--- config.mk ---
export PLATFORM = sky130hd
export DESIGN_NAME = button_debounce_longpress_events
export DESIGN_NICKNAME = d
export VERILOG_FILES = /design/src/hdl/bdl_pkg.sv /design/src/hdl/bdl_front.sv /design/src/hdl/bdl_queue.sv /design/src/hdl/bdl_back.sv /design/src/hdl/button_debounce_longpress_events.sv
export VERILOG_INCLUDE_DIRS = /design/src /design/src/hdl
export SDC_FILE = /design/constraint.sdc
export NUM_CORES = 1
export LEC_CHECK = 0
export ABC_AREA = 1
export BUFFER_PORTS_ARGS = -buffer_cell sky130_fd_sc_hd__buf_2
export CELL_PAD_IN_SITES_DETAIL_PLACEMENT = 0
export CELL_PAD_IN_SITES_GLOBAL_PLACEMENT = 1
export CORE_MARGIN = 2
export CORE_UTILIZATION = 30
export DETAILED_ROUTE_END_ITERATION = 8
export PLACE_DENSITY = 0.62
export SYNTH_ARGS = -nofsm -noshare
export SYNTH_HDL_FRONTEND = slang
export SYNTH_SLANG_ARGS = --single-unit
--- constraint.sdc ---
create_clock -name clk -period 6.7 [get_ports clk]
set_clock_uncertainty 0.05 [all_clocks]
set_input_delay 0.67 -clock clk [delete_from_list [all_inputs] [get_ports clk]]
set_output_delay 0.67 -clock clk [all_outputs]
set_load 0.02 [all_outputs]
--- src/hdl/button_debounce_longpress_events_assert.svh ---
// assertion macros for the button debounce block
`ifndef BUTTON_DEBOUNCE_LONGPRESS_EVENTS_ASSERT_SVH
`define BUTTON_DEBOUNCE_LONGPRESS_EVENTS_ASSERT_SVH

// condition holds on every clock edge out of reset
`define BDL_ASSERT_ALWAYS(lbl, cond, msg) \
	lbl: assert property (@(posedge clk) disable iff (!arst_n) (cond)) else $error(msg);

// consequence holds on the same edge as the antecedent
`define BDL_ASSERT_IMPLY(lbl, ante, cons, msg) \
	lbl: assert property (@(posedge clk) disable iff (!arst_n) (ante) |-> (cons)) \
		else $error(msg);

// consequence holds on the edge after the antecedent
`define BDL_ASSERT_NEXT(lbl, ante, cons, msg) \
	lbl: assert property (@(posedge clk) disable iff (!arst_n) (ante) |=> (cons)) \
		else $error(msg);

`endif

--- src/hdl/bdl_pkg.sv ---
// shared types and constants of the button debounce block
`default_nettype none

package bdl_pkg;

	typedef enum logic [2:0] {
		EV_DOWN        = 3'd0,
		EV_UP          = 3'd1,
		EV_CLICK       = 3'd2,
		EV_LONGPRESS   = 3'd3,
		EV_HOLD        = 3'd4,
		EV_UNLONGPRESS = 3'd5
	} ev_t;

	localparam int unsigned CFG_DATA_W = 16;
	localparam int unsigned CFG_IDX_W  = 2;

	localparam logic [CFG_IDX_W-1:0] REG_LONGPRESS = 2'd0;
	localparam logic [CFG_IDX_W-1:0] REG_DEBOUNCE  = 2'd1;

	localparam logic [15:0] RESET_LONGPRESS_MS = 16'd1000;
	localparam logic [7:0]  RESET_DEBOUNCE_MS  = 8'd50;

	localparam int unsigned Q_DEPTH = 4;
	localparam int unsigned Q_PTR_W = $clog2(Q_DEPTH);
	localparam int unsigned Q_CNT_W = $clog2(Q_DEPTH + 1);

	// one or two events produced by a single poll
	typedef struct packed {
		logic two;
		ev_t  ev0;
		ev_t  ev1;
	} q_entry_t;

endpackage

`default_nettype wire

--- src/hdl/bdl_front.sv ---
// poll front end: debounce, press tracking and event classification
`default_nettype none

module bdl_front #(
	parameter int unsigned TIME_BITS = 32
) (
	input  wire logic                            clk,
	input  wire logic                            arst_n,
	input  wire logic                            push,
	input  wire logic                            level,
	input  wire logic [31:0]                     now_ms,
	input  wire logic                            cfg_wen,
	input  wire logic [bdl_pkg::CFG_IDX_W-1:0]   cfg_index,
	input  wire logic [bdl_pkg::CFG_DATA_W-1:0]  cfg_data,
	input  wire logic                            q_full,
	output      logic                            q_push,
	output      bdl_pkg::q_entry_t               q_entry
);

	logic [15:0]          longpress_q;
	logic [7:0]           debounce_q;
	logic                 prev_level_q;
	logic [TIME_BITS-1:0] stable_since_q;
	logic [TIME_BITS-1:0] press_start_q;
	logic                 tracked_q;
	logic                 long_q;

	logic                 accept;
	logic [TIME_BITS-1:0] now_w;
	logic [TIME_BITS-1:0] stable_age;
	logic [TIME_BITS-1:0] press_age;
	logic                 changed;
	logic                 settled;
	logic                 reach;
	logic                 has_ev;
	logic                 set_track;
	logic                 clr_track;
	logic                 set_long;

	assign accept     = push && !q_full;
	assign now_w      = TIME_BITS'(now_ms);
	assign stable_age = now_w - stable_since_q;
	assign press_age  = now_w - press_start_q;
	assign changed    = level ^ prev_level_q;
	assign settled    = !changed && (stable_age > TIME_BITS'(debounce_q));
	assign reach      = press_age >= TIME_BITS'(longpress_q);

	always_comb begin
		has_ev        = 1'b0;
		set_track     = 1'b0;
		clr_track     = 1'b0;
		set_long      = 1'b0;
		q_entry.two   = 1'b0;
		q_entry.ev0   = bdl_pkg::EV_DOWN;
		q_entry.ev1   = bdl_pkg::EV_HOLD;
		if (settled && level) begin
			if (!tracked_q) begin
				has_ev    = 1'b1;
				set_track = 1'b1;
			end else if (!long_q && reach) begin
				has_ev      = 1'b1;
				set_long    = 1'b1;
				q_entry.two = 1'b1;
				q_entry.ev0 = bdl_pkg::EV_LONGPRESS;
			end else if (long_q) begin
				has_ev      = 1'b1;
				q_entry.ev0 = bdl_pkg::EV_HOLD;
			end
		end else if (settled && tracked_q) begin
			has_ev    = 1'b1;
			clr_track = 1'b1;
			if (long_q) begin
				q_entry.ev0 = bdl_pkg::EV_UNLONGPRESS;
			end else begin
				q_entry.two = 1'b1;
				q_entry.ev0 = bdl_pkg::EV_UP;
				q_entry.ev1 = bdl_pkg::EV_CLICK;
			end
		end
	end

	assign q_push = accept && has_ev;

	always_ff @(posedge clk or negedge arst_n) begin
		if (!arst_n) begin
			longpress_q <= bdl_pkg::RESET_LONGPRESS_MS;
			debounce_q  <= bdl_pkg::RESET_DEBOUNCE_MS;
		end else if (cfg_wen) begin
			if (cfg_index == bdl_pkg::REG_LONGPRESS) begin
				longpress_q <= cfg_data[15:0];
			end else if (cfg_index == bdl_pkg::REG_DEBOUNCE) begin
				debounce_q <= cfg_data[7:0];
			end
		end
	end

	always_ff @(posedge clk or negedge arst_n) begin
		if (!arst_n) begin
			prev_level_q   <= 1'b0;
			stable_since_q <= '0;
			press_start_q  <= '0;
			tracked_q      <= 1'b0;
			long_q         <= 1'b0;
		end else if (accept) begin
			prev_level_q <= level;
			if (changed) begin
				stable_since_q <= now_w;
			end
			if (set_track) begin
				tracked_q     <= 1'b1;
				press_start_q <= now_w;
			end
			if (clr_track) begin
				tracked_q <= 1'b0;
				long_q    <= 1'b0;
			end
			if (set_long) begin
				long_q <= 1'b1;
			end
		end
	end

endmodule

`default_nettype wire

--- src/hdl/bdl_queue.sv ---
// short queue of classified polls between front and back
`default_nettype none

module bdl_queue (
	input  wire logic               clk,
	input  wire logic               arst_n,
	input  wire logic               push,
	input  wire bdl_pkg::q_entry_t  wr_entry,
	input  wire logic               pop,
	output      logic               full,
	output      logic               q_empty,
	output      bdl_pkg::q_entry_t  head
);

	bdl_pkg::q_entry_t                  mem_q [bdl_pkg::Q_DEPTH];
	logic [bdl_pkg::Q_PTR_W-1:0]        wr_ptr_q;
	logic [bdl_pkg::Q_PTR_W-1:0]        rd_ptr_q;
	logic [bdl_pkg::Q_CNT_W-1:0]        count_q;

	assign full    = count_q == bdl_pkg::Q_CNT_W'(bdl_pkg::Q_DEPTH);
	assign q_empty = count_q == '0;
	assign head    = mem_q[rd_ptr_q];

	always_ff @(posedge clk) begin
		if (push) begin
			mem_q[wr_ptr_q] <= wr_entry;
		end
	end

	always_ff @(posedge clk or negedge arst_n) begin
		if (!arst_n) begin
			wr_ptr_q <= '0;
			rd_ptr_q <= '0;
			count_q  <= '0;
		end else begin
			if (push) begin
				wr_ptr_q <= wr_ptr_q + bdl_pkg::Q_PTR_W'(1);
			end
			if (pop) begin
				rd_ptr_q <= rd_ptr_q + bdl_pkg::Q_PTR_W'(1);
			end
			if (push && !pop) begin
				count_q <= count_q + bdl_pkg::Q_CNT_W'(1);
			end else if (pop && !push) begin
				count_q <= count_q - bdl_pkg::Q_CNT_W'(1);
			end
		end
	end

endmodule

`default_nettype wire

--- src/hdl/bdl_back.sv ---
// event back end: splits each queued poll into single result requests
`default_nettype none

module bdl_back (
	input  wire logic               clk,
	input  wire logic               arst_n,
	input  wire logic               q_empty,
	input  wire bdl_pkg::q_entry_t  q_head,
	output      logic               q_pop,
	input  wire logic               pop,
	output      logic               empty,
	output      logic [2:0]         event_res,
	output      logic               last
);

	bdl_pkg::q_entry_t cur_q;
	logic              cur_valid_q;
	logic              half_q;

	logic done;
	logic adv;
	logic load;

	assign done  = cur_valid_q && pop && (!cur_q.two || half_q);
	assign adv   = cur_valid_q && pop && cur_q.two && !half_q;
	assign load  = (!cur_valid_q || done) && !q_empty;
	assign q_pop = load;

	assign empty     = !cur_valid_q;
	assign event_res = half_q ? cur_q.ev1 : cur_q.ev0;
	assign last      = !cur_q.two || half_q;

	always_ff @(posedge clk) begin
		if (load) begin
			cur_q <= q_head;
		end
	end

	always_ff @(posedge clk or negedge arst_n) begin
		if (!arst_n) begin
			cur_valid_q <= 1'b0;
			half_q      <= 1'b0;
		end else if (load) begin
			cur_valid_q <= 1'b1;
			half_q      <= 1'b0;
		end else if (done) begin
			cur_valid_q <= 1'b0;
			half_q      <= 1'b0;
		end else if (adv) begin
			half_q <= 1'b1;
		end
	end

endmodule

`default_nettype wire

--- src/hdl/button_debounce_longpress_events.sv ---
// Button debouncer with long-press events. Each accepted poll (level plus a
// millisecond timestamp) is classified in the cycle it is accepted, and its
// zero, one or two events go into a four-entry queue; a back end hands them
// out one per cycle while pop is high, the oldest first, with last set on the
// final event of a poll. A poll is accepted every cycle while full is low;
// full rises only when four polls with events wait behind the event being
// delivered. The first event of a poll passes through the queue and the
// back end's current-entry register before it appears, and a poll with two
// events holds the result side until both are popped. Time differences are
// taken modulo 2^TIME_BITS; configuration writes take effect on the next poll.
`default_nettype none
`include "button_debounce_longpress_events_assert.svh"

module button_debounce_longpress_events #(
	parameter int unsigned TIME_BITS = 32
) (
	input  wire logic                            clk,
	input  wire logic                            arst_n,
	input  wire logic                            push,
	output      logic                            full,
	input  wire logic                            level,
	input  wire logic [31:0]                     now_ms,
	output      logic                            empty,
	input  wire logic                            pop,
	output      logic [2:0]                      event_res,
	output      logic                            last,
	input  wire logic                            cfg_wen,
	input  wire logic [bdl_pkg::CFG_IDX_W-1:0]   cfg_index,
	input  wire logic [bdl_pkg::CFG_DATA_W-1:0]  cfg_data
);

	logic              q_push;
	logic              q_pop;
	logic              q_empty;
	bdl_pkg::q_entry_t q_entry;
	bdl_pkg::q_entry_t q_head;

	bdl_front #(
		.TIME_BITS (TIME_BITS)
	) u_front (
		.clk       (clk),
		.arst_n    (arst_n),
		.push      (push),
		.level     (level),
		.now_ms    (now_ms),
		.cfg_wen   (cfg_wen),
		.cfg_index (cfg_index),
		.cfg_data  (cfg_data),
		.q_full    (full),
		.q_push    (q_push),
		.q_entry   (q_entry)
	);

	bdl_queue u_queue (
		.clk      (clk),
		.arst_n   (arst_n),
		.push     (q_push),
		.wr_entry (q_entry),
		.pop      (q_pop),
		.full     (full),
		.q_empty  (q_empty),
		.head     (q_head)
	);

	bdl_back u_back (
		.clk       (clk),
		.arst_n    (arst_n),
		.q_empty   (q_empty),
		.q_head    (q_head),
		.q_pop     (q_pop),
		.pop       (pop),
		.empty     (empty),
		.event_res (event_res),
		.last      (last)
	);

	// only up and longpress are ever followed by a second event
	`BDL_ASSERT_IMPLY(a_first_kind, !empty && !last,
		event_res == bdl_pkg::EV_UP || event_res == bdl_pkg::EV_LONGPRESS,
		"unexpected event kind before the end of a poll")

	// the second event of a poll follows at once
	`BDL_ASSERT_NEXT(a_pair_follows, !empty && pop && !last, !empty && last,
		"second event of a poll missing")

	// back end is loaded whenever the queue fills
	`BDL_ASSERT_IMPLY(a_full_busy, full, !empty,
		"queue full while result side idle")

endmodule

`default_nettype wire
==> qor.yml <==
die:
  chipHeight_um: 192
  die_area_mm2: 0.0370
  coreArea_mm2: 0.0347
  die_width_um: 192
  io_pins: 62
  initial_core_util: 0.307
  placementRows: 68
timing:
  setup_viol: 0
  fmax_mhz: 222
  maxSlewViolCount: 0
  worst_slew_pin_slew_ns: 1.05
  finalHoldViolations: 0
  maxSlewHeadroom: 0.300
  post-route-period-util: 0.671
  tns_ns: 0
  period_needed_ns: 4.50
  rsz0062_at_grt: "false"
synthesis:
  synth_top_cells_by_area: "dfrtp_1 (21%), nand2_1 (17%), inv_1 (11%), ha_1 (11%), edfxtp_1 (8.5%)"
  synth_top_area_frac: 0.214
  synth.largest_area_cell: "dfrtp_1"
  yosys_warnings: 0
  yosys-top-cells-count: "nand2_1 (475), inv_1 (322), nor2_1 (143), dfrtp_1 (91), ha_1 (91)"
  synth_nets: 1723
  syn_area_mm2: 0.0106
  synthFlopType: "dfrtp_1"
  synth-seq-cells: 130
  syn-mean-instance-area_um2: 6.77
  seq_area_frac_synth: 0.321
  synth_cell_types: 40
  synth_most_common_cell: "nand2_1"
  synth_edf_count: 30
  synth-async-reset-ratio: 0.769
  synth_cells: 1573
routing:
  wl_per_cell_um: 14.3
  vias_per_cell: 4.46
  num_vias: 9395
  routed_wl_mm: 30.2
  drt_iter0_drc: 581
  post-route-drc-count: 0
  firstDrtPassIters: 5
  drtAntennaViolNets: 0
cts:
  clkSinkCount: 130
  post_cts_resized: 0
  clockBufferDepth: 2
  clk_pin_slew_worst_paths_ns: 0.06
  root_buffer: "clkbuf_16"
  postCtsHoldBufs: 0
  insertion_delay_ns: 0.44
  cts_inserted_buffers: 17
  h-tree-depth: 4
  postCtsSetupBuffers: 0
  tritoncts: "built"
worst_setup_path:
  crit_arrival_ns: 4.77
  crit_path_max_incr_delay_ns: 0.42
  crit_top_cell: "nand2_1"
  path_class: "primary input to flop"
  crit_required_ns: 6.97
  start_kind: "primary input"
  cp_max_fo: 7
  slowest_stage: "fa_1"
  critPathCaptureType: "flop"
layout:
  fin_util: 0.346
  diodes: 0
  drive_above_1_share: 0.110
  multi_input_area_mm2: 0.00588
  fillCellCount: 3833
  seqCellArea_mm2: 0.00341
  final_nets: 1787
  area_delta_synth_final_pct: 12.8
  fin_cells: 2105
grt:
  grt_max_degree: 65
  grt.overflow.total: 0
  grt_usage: 0.170
  grt_pass1_vias: 8976
  antenna_found_initial: 0
  grt_pass1_wl_mm: 48.3
run_status:
  outcome: "complete, no violations"
placed_design:
  hpwl_mm: 25.1
  port_buffers: 61
  dp.cells: 2073
  routabilityCongestion: 0.854
run:
  cap_violations: 0
min_path:
  hp-class: "primary input to async pin"
pwr:
  power-per-cell-area_mw_per_mm2: 457
  leakagePower_uw: 0.00650
  vdd_drop_max_mv: 0.236
-- power breakdown --
part / internal (uW) / switching [uW]
logic: 1150 / 2070
clock network: 590 / 380
registers: 1120 / 176
total: 2860 / 2630
-- cells by family (layout without fill, tap and decap cells) --
group	Yosys count	after routing	share of synthesized area
compound gates	219	219	0.118
xor+xnor	30	30	0.0247
fa+ha+maj	94	94	0.113
buf+inv	341	418	0.127
flops	130	130	0.321
mux	1	1	0.00106
simple gates	758	758	0.296
-- cells in the final DEF, fill, tap and decap left out, types with 2 or more instances in the layout --
cell        Yosys  final
a211oi_1        2      2
a21o_1          2      2
a21oi_1        78     78
buf_2           0     60
buf_4           0      3
bufinv_16       0      3
clkbuf_1       11      2
clkbuf_16       0     17
clkinv_4        0      3
clkinvlp_4      0      3
dfrtp_1        91     91
dfstp_2         9      9
edfxtp_1       30     30
fa_1            3      3
ha_1           91     91
inv_1         322    322
inv_6           0      4
nand2_1       475    474
nand2_2        36     37
nand3_1        63     63
nand3b_1        7      7
nand4_1        11     11
nor2_1        143    143
nor2_2          3      3
nor3_1         12     12
nor3_2          2      2
o211ai_1        2      2
o21a_1          2      2
o21ai_0        88     88
o21ai_2        32     32
o21bai_1        5      5
o22ai_1         6      6
xnor2_1         6      6
xor2_1         24     24
-- final timing paths --
check	startpoint	end	slack, ns	cells past startpoint
setup reg to reg	u_front.stable_since_q[0]	u_queue.count_q[2]	2.22	31
hold reg to reg	u_front.stable_since_q[27]	u_front.stable_since_q[27]	0.43	2
hold / removal	arst_n	u_front.press_start_q[29]	0.21	1
min in group clk	cfg_data[9]	u_front.longpress_q[9]	0.41	3
setup / recovery	now_ms[0]	u_queue.count_q[2]	2.20	33
max in group asynchronous	arst_n	u_front.stable_since_q[6]	5.20	2
-- through the flow --
stage | power (uW) | cell area, um2 | worst slack [ns] | hold slack, ns
2_1_floorplan | 3710 | 10600 | 2.33 | 0.324
3_3_place_gp | 4540 | 11400 | 1.81 | 0.418
4_1_cts | 5550 | 12000 | 2.18 | 0.223
5_1_grt | 6090 | 12000 | 1.71 | 0.263
6_report | 5490 | 12000 | 2.20 | 0.206
3_5_place_dp | 4550 | 11400 | 1.71 | 0.423
-- registers in the layout, indices dropped and copies added, names as in the netlist --
name                    flops
u_front.press_start_q      32
u_front.stable_since_q     32
u_queue.mem_q              24
u_front.longpress_q        16
u_front.debounce_q          8
u_back.cur_q                6
u_queue.count_q             3
u_queue.rd_ptr_q            2
u_queue.wr_ptr_q            2
u_back.cur_valid_q          1
u_back.half_q               1
u_front.long_q              1
u_front.prev_level_q        1
u_front.tracked_q           1
-- layout make-up --
cell class,instances,share of cell area
Multi-Input combinational cell,1102,0.490
Sequential cell,130,0.284
Inverter,323,0.101
Tap cell,455,0.0474
Clock buffer,19,0.0361
Timing Repair Buffer,63,0.0269
Clock inverter,13,0.0145
-- critical path, delay by kind of cell --
kind	cells	cell delay [ns]
xor+xnor	2	0.22
simple gates	19	1.80
fa+ha+maj	5	1.44
compound gates	2	0.24
buf+inv	5	0.40
-- metal layers --
layer,vias up,global-route usage,part of all wire
li1,5007,-,-
met1,4236,0.240,0.51
met2,131,0.271,0.45
met3,21,0.0267,0.034
met4,0,0.0396,0.011
met5,-,0,0
Note: power is estimated with default switching activity, not from simulation.
